[config.mk]
export PLATFORM = sky130hd
export DESIGN_NAME = polymorphic_inline_cache
export DESIGN_NICKNAME = d
export VERILOG_FILES = /design/src/rtl/pic_pkg.sv /design/src/rtl/pic_ctrl.sv /design/src/rtl/pic_datapath.sv /design/src/rtl/polymorphic_inline_cache.sv
export SDC_FILE = /design/constraint.sdc
export NUM_CORES = 1
export LEC_CHECK = 0
export ABC_CLOCK_PERIOD_IN_PS = 7000
export BUFFER_PORTS_ARGS = -buffer_cell sky130_fd_sc_hd__buf_2
export CAP_MARGIN = 40
export CORE_MARGIN = 5
export CORE_UTILIZATION = 25
export DETAILED_ROUTE_END_ITERATION = 8
export SLEW_MARGIN = 30
export SYNTH_ARGS = -nofsm -noshare
export SYNTH_HDL_FRONTEND = slang
export SYNTH_HIERARCHICAL = 1
export SYNTH_SLANG_ARGS = --single-unit
[constraint.sdc]
create_clock -name i_clk -period 7 [get_ports i_clk]
set_input_delay 0.35 -clock i_clk [delete_from_list [all_inputs] [get_ports i_clk]]
set_output_delay 0.35 -clock i_clk [all_outputs]
set_load 0.02 [all_outputs]
[src/rtl/pic_pkg.sv]
`default_nettype none
// ----------------------------------------------------------------------------
// Polymorphic inline cache package
// Shared field widths, controller states and the command and status
// structs that pass between the controller and the datapath.
// ----------------------------------------------------------------------------
package pic_pkg;

    localparam int CFG_W     = 4;
    localparam int CLASS_W   = 32;
    localparam int METHOD_W  = 32;
    localparam int HIT_IDX_W = 3;

    localparam logic REQ_LOOKUP = 1'b0;
    localparam logic REQ_FILL   = 1'b1;

    typedef enum logic [1:0] {
        ST_IDLE,
        ST_EXEC,
        ST_RESOLVE
    } t_state;

    typedef struct packed {
        logic load;      // latch the request on an input transfer
        logic exec;      // compare entries and apply a fill
        logic out_load;  // move the resolved result into the output register
    } t_dp_cmd;

    typedef struct packed {
        logic out_full;  // output register holds a result not yet taken
    } t_dp_status;

endpackage : pic_pkg
`default_nettype wire

[src/rtl/pic_ctrl.sv]
`default_nettype none
// ----------------------------------------------------------------------------
// Polymorphic inline cache controller
// Sequences one request through capture, compare/fill and result resolution.
// ----------------------------------------------------------------------------
module pic_ctrl (
    input  wire logic              i_clk,
    input  wire logic              i_rst_n,
    input  wire logic              i_in_valid,
    input  wire logic              i_out_ready,
    input  wire pic_pkg::t_dp_status i_status,
    output logic                   o_in_ready,
    output pic_pkg::t_dp_cmd       o_cmd
);

    pic_pkg::t_state r_state;
    pic_pkg::t_state n_state;

    always_ff @(posedge i_clk) begin
        if (!i_rst_n) begin
            r_state <= pic_pkg::ST_IDLE;
        end else begin
            r_state <= n_state;
        end
    end

    always_comb begin
        n_state      = r_state;
        o_in_ready   = 1'b0;
        o_cmd        = '0;
        unique case (r_state)
            pic_pkg::ST_IDLE: begin
                o_in_ready = 1'b1;
                if (i_in_valid) begin
                    o_cmd.load = 1'b1;
                    n_state    = pic_pkg::ST_EXEC;
                end
            end
            pic_pkg::ST_EXEC: begin
                o_cmd.exec = 1'b1;
                n_state    = pic_pkg::ST_RESOLVE;
            end
            pic_pkg::ST_RESOLVE: begin
                // Wait here while an older result still sits unclaimed.
                if (!i_status.out_full || i_out_ready) begin
                    o_cmd.out_load = 1'b1;
                    n_state        = pic_pkg::ST_IDLE;
                end
            end
            default: begin
                n_state = pic_pkg::ST_IDLE;
            end
        endcase
    end

endmodule : pic_ctrl
`default_nettype wire

[src/rtl/pic_datapath.sv]
`default_nettype none
// ----------------------------------------------------------------------------
// Polymorphic inline cache datapath
// Entry shift register, parallel tag compare, priority resolve, the
// active-entry register and the output register.
// ----------------------------------------------------------------------------
module pic_datapath #(
    parameter int CACHE_ENTRIES = 8,
    parameter int TAG_BITS      = 32
) (
    input  wire logic                           i_clk,
    input  wire logic                           i_rst_n,
    input  wire pic_pkg::t_dp_cmd               i_cmd,
    output pic_pkg::t_dp_status                 o_status,
    input  wire logic                           i_cfg_we,
    input  wire logic [pic_pkg::CFG_W-1:0]      i_cfg_data,
    input  wire logic                           i_req_type,
    input  wire logic [pic_pkg::CLASS_W-1:0]    i_class_tag,
    input  wire logic [pic_pkg::METHOD_W-1:0]   i_method_handle,
    input  wire logic                           i_out_ready,
    output logic                                o_out_valid,
    output logic                                o_hit,
    output logic [pic_pkg::METHOD_W-1:0]        o_found_method,
    output logic [pic_pkg::HIT_IDX_W-1:0]       o_hit_index,
    output logic                                o_stored
);

    localparam int CNT_W        = $clog2(CACHE_ENTRIES + 1);
    localparam int IDX_W        = (CACHE_ENTRIES > 1) ? $clog2(CACHE_ENTRIES) : 1;
    localparam int CMP_W        = (CNT_W > pic_pkg::CFG_W) ? CNT_W : pic_pkg::CFG_W;
    localparam int RESET_ACTIVE = (CACHE_ENTRIES < 8) ? CACHE_ENTRIES : 8;

    // Request registers
    logic                          r_req_type;
    logic [TAG_BITS-1:0]           r_tag;
    logic [pic_pkg::METHOD_W-1:0]  r_method;

    logic [CNT_W-1:0]              r_active;

    // Entry storage: valid bits are reset, payload is not.
    logic [CACHE_ENTRIES-1:0]      r_valid;
    logic [TAG_BITS-1:0]           r_ent_tag  [CACHE_ENTRIES];
    logic [pic_pkg::METHOD_W-1:0]  r_ent_meth [CACHE_ENTRIES];

    // Compare results carried into the resolve step
    logic [CACHE_ENTRIES-1:0]      r_cand;
    logic [CACHE_ENTRIES-1:0]      r_stop;
    logic                          r_do_store;

    logic [CACHE_ENTRIES-1:0]      n_cand;
    logic [CACHE_ENTRIES-1:0]      n_stop;
    logic [CACHE_ENTRIES-1:0]      in_range;
    logic                          n_do_store;
    logic [CMP_W-1:0]              cfg_ext;
    logic [CNT_W-1:0]              n_active;

    logic                          sel_found;
    logic [IDX_W-1:0]              sel_idx;
    logic                          res_hit;

    assign o_status.out_full = o_out_valid;

    always_comb begin
        cfg_ext = CMP_W'(i_cfg_data);
        if (cfg_ext > CMP_W'(CACHE_ENTRIES)) begin
            n_active = CNT_W'(CACHE_ENTRIES);
        end else begin
            n_active = CNT_W'(cfg_ext);
        end
    end

    always_ff @(posedge i_clk) begin
        if (!i_rst_n) begin
            r_active <= CNT_W'(RESET_ACTIVE);
        end else if (i_cfg_we) begin
            r_active <= n_active;
        end
    end

    always_ff @(posedge i_clk) begin
        if (i_cmd.load) begin
            r_req_type <= i_req_type;
            r_tag      <= TAG_BITS'(i_class_tag);
            r_method   <= i_method_handle;
        end
    end

    // An entry takes part in a search only if it is below the active count;
    // an invalid entry in range ends the search.
    always_comb begin
        for (int i = 0; i < CACHE_ENTRIES; i++) begin
            in_range[i] = (CNT_W'(i) < r_active);
            n_cand[i]   = in_range[i] && r_valid[i] && (r_ent_tag[i] == r_tag);
            n_stop[i]   = in_range[i] && !r_valid[i];
        end
        n_do_store = (r_req_type == pic_pkg::REQ_FILL) && (r_method != '0)
                     && (r_active != '0);
    end

    always_ff @(posedge i_clk) begin
        if (i_cmd.exec) begin
            r_cand     <= n_cand;
            r_stop     <= n_stop;
            r_do_store <= n_do_store;
        end
    end

    always_ff @(posedge i_clk) begin
        if (!i_rst_n) begin
            r_valid <= '0;
        end else if (i_cmd.exec && n_do_store) begin
            for (int i = 1; i < CACHE_ENTRIES; i++) begin
                if (in_range[i]) begin
                    r_valid[i] <= r_valid[i-1];
                end
            end
            r_valid[0] <= 1'b1;
        end
    end

    always_ff @(posedge i_clk) begin
        if (i_cmd.exec && n_do_store) begin
            for (int i = 1; i < CACHE_ENTRIES; i++) begin
                if (in_range[i]) begin
                    r_ent_tag[i]  <= r_ent_tag[i-1];
                    r_ent_meth[i] <= r_ent_meth[i-1];
                end
            end
            r_ent_tag[0]  <= r_tag;
            r_ent_meth[0] <= r_method;
        end
    end

    // The lowest entry that either matches or ends the search decides.
    always_comb begin
        sel_found = 1'b0;
        sel_idx   = '0;
        for (int i = CACHE_ENTRIES - 1; i >= 0; i--) begin
            if (r_cand[i] || r_stop[i]) begin
                sel_found = r_cand[i];
                sel_idx   = IDX_W'(i);
            end
        end
        res_hit = sel_found && (r_req_type == pic_pkg::REQ_LOOKUP);
    end

    always_ff @(posedge i_clk) begin
        if (!i_rst_n) begin
            o_out_valid <= 1'b0;
        end else if (i_cmd.out_load) begin
            o_out_valid <= 1'b1;
        end else if (i_out_ready) begin
            o_out_valid <= 1'b0;
        end
    end

    always_ff @(posedge i_clk) begin
        if (i_cmd.out_load) begin
            o_hit          <= res_hit;
            o_found_method <= res_hit ? r_ent_meth[sel_idx] : '0;
            o_hit_index    <= res_hit ? pic_pkg::HIT_IDX_W'(sel_idx) : '0;
            o_stored       <= r_do_store;
        end
    end

endmodule : pic_datapath
`default_nettype wire

[src/rtl/polymorphic_inline_cache.sv]
// A request passes through the request, compare-result and output registers before its
// result is valid. No new request is taken until the capture, compare/fill and resolve
// steps of the last one are done; resolve waits while the output is stalled. A new
// request is taken while the previous result still waits in the output register.
// Reset (synchronous, active low) empties the cache by clearing the valid bits, sets
// the active entry count to min(CACHE_ENTRIES, 8), and no clearing pass follows.
`default_nettype none
// ----------------------------------------------------------------------------
// Polymorphic inline cache
// Maps a class tag to a method handle with a small shift-in associative store.
// ----------------------------------------------------------------------------
module polymorphic_inline_cache #(
    parameter int CACHE_ENTRIES = 8,
    parameter int TAG_BITS      = 32
) (
    input  wire logic                           i_clk,
    input  wire logic                           i_rst_n,
    input  wire logic                           i_cfg_valid,
    output logic                                o_cfg_ready,
    input  wire logic [pic_pkg::CFG_W-1:0]      i_cfg_data,
    input  wire logic                           i_in_valid,
    output logic                                o_in_ready,
    input  wire logic                           i_req_type,
    input  wire logic [pic_pkg::CLASS_W-1:0]    i_class_tag,
    input  wire logic [pic_pkg::METHOD_W-1:0]   i_method_handle,
    output logic                                o_out_valid,
    input  wire logic                           i_out_ready,
    output logic                                o_hit,
    output logic [pic_pkg::METHOD_W-1:0]        o_found_method,
    output logic [pic_pkg::HIT_IDX_W-1:0]       o_hit_index,
    output logic                                o_stored
);

    pic_pkg::t_dp_cmd    cmd;
    pic_pkg::t_dp_status status;

    assign o_cfg_ready = 1'b1;

    pic_ctrl u_ctrl (
        .i_clk       (i_clk),
        .i_rst_n     (i_rst_n),
        .i_in_valid  (i_in_valid),
        .i_out_ready (i_out_ready),
        .i_status    (status),
        .o_in_ready  (o_in_ready),
        .o_cmd       (cmd)
    );

    pic_datapath #(
        .CACHE_ENTRIES (CACHE_ENTRIES),
        .TAG_BITS      (TAG_BITS)
    ) u_datapath (
        .i_clk           (i_clk),
        .i_rst_n         (i_rst_n),
        .i_cmd           (cmd),
        .o_status        (status),
        .i_cfg_we        (i_cfg_valid),
        .i_cfg_data      (i_cfg_data),
        .i_req_type      (i_req_type),
        .i_class_tag     (i_class_tag),
        .i_method_handle (i_method_handle),
        .i_out_ready     (i_out_ready),
        .o_out_valid     (o_out_valid),
        .o_hit           (o_hit),
        .o_found_method  (o_found_method),
        .o_hit_index     (o_hit_index),
        .o_stored        (o_stored)
    );

endmodule : polymorphic_inline_cache
`default_nettype wire

# ---- After elaboration in Yosys (flattened, before gate mapping)
# Memories as Yosys holds them, arrays and structs flattened. A register that Yosys moved wholly into a read port is not among the register bits.
# Cells that the tools add are included.
dict set report op_classes {
  magnitude_cmp 9
  eq_ne 12
  muxes 51
  bitwise 1
  reduce_logical 59
}
# cell count
set op_table {}
lappend op_table {{$eq 32x32->1} 8}
lappend op_table {{$mux 1} 39}
lappend op_table {{$reduce_bool 32->1} 1}
lappend op_table {{$logic_and 1x1->1} 28}
lappend op_table {{$mux 3} 8}
lappend op_table {{$lt 3x4->1 const A} 4}
lappend op_table {{$reduce_and 2->1} 8}
lappend op_table {{$logic_not 1->1} 10}
lappend op_table {{$logic_or 1x1->1} 9}
lappend op_table {{$lt 1x4->1 const A} 2}
lappend op_table {{$lt 2x4->1 const A} 2}
lappend op_table {{$pmux 2 s3} 1}
lappend op_table {{$gt 4x4->1 const B} 1}
lappend op_table {{$mux 2} 2}
lappend op_table {{$mux 4} 1}
lappend op_table {{$reduce_bool 4->1} 1}
lappend op_table {{$eq 2x1->1 const B} 1}
lappend op_table {{$eq 2x2->1 const B} 1}
lappend op_table {{$logic_not 2->1} 1}
lappend op_table {{$ne 2x1->1 const B} 1}
lappend op_table {{$ne 2x2->1 const B} 1}
lappend op_table {{$reduce_bool 2->1} 1}
lappend op_table {{$not 1->1} 1}
dict set report word_totals {
  ff_bits 102
  ramBits 512
  input_bits 74
  out_inout_bits 40
  word_cells 154
  memories 2
}
# name words word_bits read_ports rd_ports_with_merged_regs write_ports line
set memory_table {}
lappend memory_table {u_datapath.r_ent_meth 8 32 8 1 8 pic_datapath.sv:43} ;# logic [pic_pkg::METHOD_W-1:0] r_ent_meth [CACHE_ENTRIES];
lappend memory_table {u_datapath.r_ent_tag 8 32 8 0 8 pic_datapath.sv:42} ;# logic [TAG_BITS-1:0] r_ent_tag [CACHE_ENTRIES];

# ---- Logic depth before layout (Yosys ltp)
dict set report depth {
  ltp_word 11
  depth_mapped 8
  ltp_nobuf 7
}

# ---- By module
# The synthesis kept the hierarchy.
# mod n_inst cells_per_inst area_each_um2 seq_area_each_um2
set by_module_without_submodules {}
lappend by_module_without_submodules {pic_datapath 1 1389 25130.4 19208.4}
lappend by_module_without_submodules {pic_ctrl 1 10 103.8 40.0}
lappend by_module_without_submodules {polymorphic_inline_cache 1 2 11.3 0.0}

# ---- Least setup slack after synthesis
# Ideal clock, no wire load.
dict set report synth_path {
  path_type {register to register}
  startpoint {register u_ctrl.r_state[1]}
  endpoint {memory u_datapath/r_ent_meth[3][0] (netlist name), enable pin}
  setup_time_ps 418
  arrival_time_ps 4139
  t_required_ps 6582
  setup_slack_ps 2443
  stages_incl_launch_ff 6
  path_buffers 0
  period_less_slack_ps 4557
  cell_sequence {dfxtp_1 > and2b_1 > nand2_1 > inv_1 > o21ai_0 > inv_1}
}
# item line
set synth_rtl {}
lappend synth_rtl {{start: declaration} pic_ctrl.sv:16} ;# pic_pkg::t_state r_state;
lappend synth_rtl {{start signal: assignment} pic_ctrl.sv:21} ;# r_state <= pic_pkg::ST_IDLE;
lappend synth_rtl {{start signal: assignment} pic_ctrl.sv:23} ;# r_state <= n_state;
lappend synth_rtl {{end: declaration} pic_datapath.sv:43}

==> metrics.txt <==
Layout fillers=9726; Tot Pwr=8.28 mW; Util after Layout=0.302; skew final=0.0379 ns; Unique masters post-synth=42; Leakage=10.1 nW; H-tree levels=2; Arr. time, crit path=4.00 ns; via count of the first global-routing pass=13.2k; GR Util All Layers=0.105; commonest non-fill, non-tap cell in the layout=edfxtp_1; clk root buf=clkbuf_16; compound-gate portion of the synthesized area=0.0191; Tcrit/Tclk final=0.535; Synth async-reset ratio=0; # rows=116; PwrDens=274 nW/um2; Area Growth Syn to Fin=19.6%; Worst Path Max Fanout=40; average size of a mapped cell=18.0 um2; post_cts resized=0; fmax=0.267 GHz; Die ar.=107000 um2; DRC=0; clk sink count=646; clk buf depth=3; die width=328 um; syn nets=1475; status=completed; CTS tree=yes; grt total ovfl=0; share of cells above drive strength 1=0.184; Starting Density=0.252; Post-Synth Adder-Cell Area=0; CTS clock-pin slew for the worst setup and hold paths=0.07 ns; Final HPWL DP=40.1 mm; CP Capture Type=register; routability congestion estimate=0.822; critical path class=register to register; main combinational cell family by area after synthesis=XOR/XNOR gates; Avg WL per Cell=19.7 um; mux contribution to synthesized area=0.0603; Top Ports=114; commonest non-fill, non-tap cells in the layout=edfxtp_1 (631), xor2_1 (151), inv_1 (134); RSZ-0062 raised after global routing=false; critical path startpoint category=register; Synth Area in XOR/XNOR=0.0885; initial antenna violation count=4; DRT iter0 DRCs=1034; Final nets=1676; Pre-antenna DRT Iters=5; Req. time, crit path=7.26 ns; yosys warns=6; relative slew slack=0.479; Synth Area in Simple Gates=0.0374; routed wire length=58.0 mm; Port-buffer cells=112; vias per cell=4.28; CTS buffer count=57; Cell Area, Synth=25200 um2; Hold Path Class=input pin to register; actual slew at the worst max-slew pin=0.781 ns; Post-CTS Setup Bufs=0; area of the multi-input gates=5240 um2; total number of vias=12.6k; MaxCap Viol Count=0; setup violators final=0; Seq/Total Area, Yosys=0.762; ys flop type=edfxtp_1; Core Region=100000 um2; Final Max Tran Viols=0; Mapped Cells=1401; register area=19200 um2; EDFF count, synth=631; FF+latch count, synth=646; Die Span Y=328 um; min Tclk post-route=3.74 ns; Clock Latency Late Sink=0.63 ns; largest net degree at the start of global routing=41; Final Hold Viols=0; worst vdd ir=0.175 mV; Routed Antenna Nets=0; first-pass GRT wire length=85.6 mm; sum of negative setup slack=0 ns
==> Yosys cell counts, types with 6 or more instances <==
cell | instances | area (um2)
mux4_2 | 64 | 1440
inv_1 | 142 | 533
nand3_1 | 9 | 45.0
buf_2 | 7 | 35.0
nor2b_1 | 6 | 37.5
o2bb2ai_1 | 32 | 280
a21oi_1 | 7 | 35.0
buf_6 | 6 | 67.6
edfxtp_1 | 631 | 18900
nor3_1 | 6 | 30.0
clkbuf_1 | 42 | 158
nand2_1 | 17 | 63.8
nor4_1 | 57 | 357
dfxtp_1 | 15 | 300
xor2_1 | 151 | 1320
o21ai_0 | 6 | 30.0
mux2i_1 | 8 | 80.1
xnor2_1 | 104 | 911
nor2_1 | 16 | 60.1
nand4_1 | 35 | 219
==> sequential cells by signal (all words and copies together) (netlist names) <==
| name | flops |
|---|---|
| u_datapath/o_stored | 1 |
| u_datapath/r_ent_tag | 256 |
| u_datapath/r_do_store | 1 |
| u_datapath/r_stop | 8 |
| u_datapath/o_hit_index | 3 |
| u_datapath/r_req_type | 1 |
| u_datapath/r_tag | 32 |
| u_ctrl/r_state | 2 |
| u_datapath/r_valid | 8 |
| u_datapath/o_hit | 1 |
| u_datapath/o_out_valid | 1 |
| u_datapath/o_found_method | 32 |
| u_datapath/r_cand | 8 |
| u_datapath/r_active | 4 |
| u_datapath/r_ent_meth | 256 |
| u_datapath/r_method | 32 |
==> area by class of cell <==
type | instances | area share
clock buffers | 60 | 0.0483
multi-input cells | 555 | 0.174
diodes | 1 | 0.0000829
repair buffers | 200 | 0.0491
well taps | 1298 | 0.0538
flip-flops and latches | 646 | 0.637
clock inverters | 46 | 0.0201
inverters | 142 | 0.0177
==> worst paths after layout <==
kind                          startpoint                     endpoint  slack (ns)  depth (start not counted)
max reg2reg       u_datapath/r_active[3]  u_datapath/r_ent_meth[4][3]        3.26                          8
max               u_datapath/r_active[3]  u_datapath/r_ent_meth[4][3]        3.26                          8
min reg2reg  u_datapath/r_ent_meth[5][3]  u_datapath/r_ent_meth[6][3]        0.44                          0
min                  i_method_handle[16]      u_datapath/r_method[16]        0.03                          1
==> critical path, stage by stage, from the launching register on <==
cell      delay (ns)
dfxtp_1         0.59
nor3_1          0.21
nand2_1         0.23
o211a_1         0.22
nand2_1         0.07
clkinv_2        0.48
o21ai_0         0.32
inv_2           0.58
buf_4           0.60
==> stage by stage <==
stage,setup WS (ns),std cells,cell area [um2],hold slack [ns]
final,3.26,2948,30200,0.0328
after global routing,2.95,2947,30200,0.00514
after CTS,3.24,2944,30200,0.000166
after detailed placement,3.25,2774,27500,0.428
after global placement,3.34,2768,27300,0.427
after floorplan,2.44,1401,25200,0.400
==> layer usage <==
| metal | part of all wire | wire length [um] | vias to the layer above | track usage |
|---|---|---|---|---|
| met1 | 0.45 | 25800 | 6472 | 0.145 |
| met4 | 0.019 | 1110 | 4 | 0.0225 |
| met2 | 0.47 | 27000 | 426 | 0.170 |
| li1 | - | - | 5644 | - |
| met5 | 0.00038 | 22 | - | 0 |
| met3 | 0.069 | 3980 | 79 | 0.0249 |
==> power breakdown <==
| part | switching, mW | leakage [nW] | internal (mW) |
|---|---|---|---|
| Combinational | 0.206 | 3.22 | 0.161 |
| Sequential | 0.117 | 5.90 | 4.36 |
| Clock | 1.41 | 1.01 | 2.03 |
| Total | 1.73 | 10.1 | 6.55 |
==> cells by family (layout without fill, tap and decap cells) <==
kind of cell / Yosys count / count (layout)
flip-flops: 646 / 646
XOR/XNOR: 255 / 255
buffers and inverters: 200 / 448
AND/OR/NAND/NOR: 164 / 164
multiplexers: 72 / 72
AO/OA/AOI/OAI: 63 / 63
other: 1 / 2
==> timing repair <==
action | CTS | global route
hold buffers | 64 | 1
endpoints found under the setup margin | 0 | 0
endpoints found under the hold margin | 64 | 1
No activity file was read; power rests on OpenSTA's default activity.
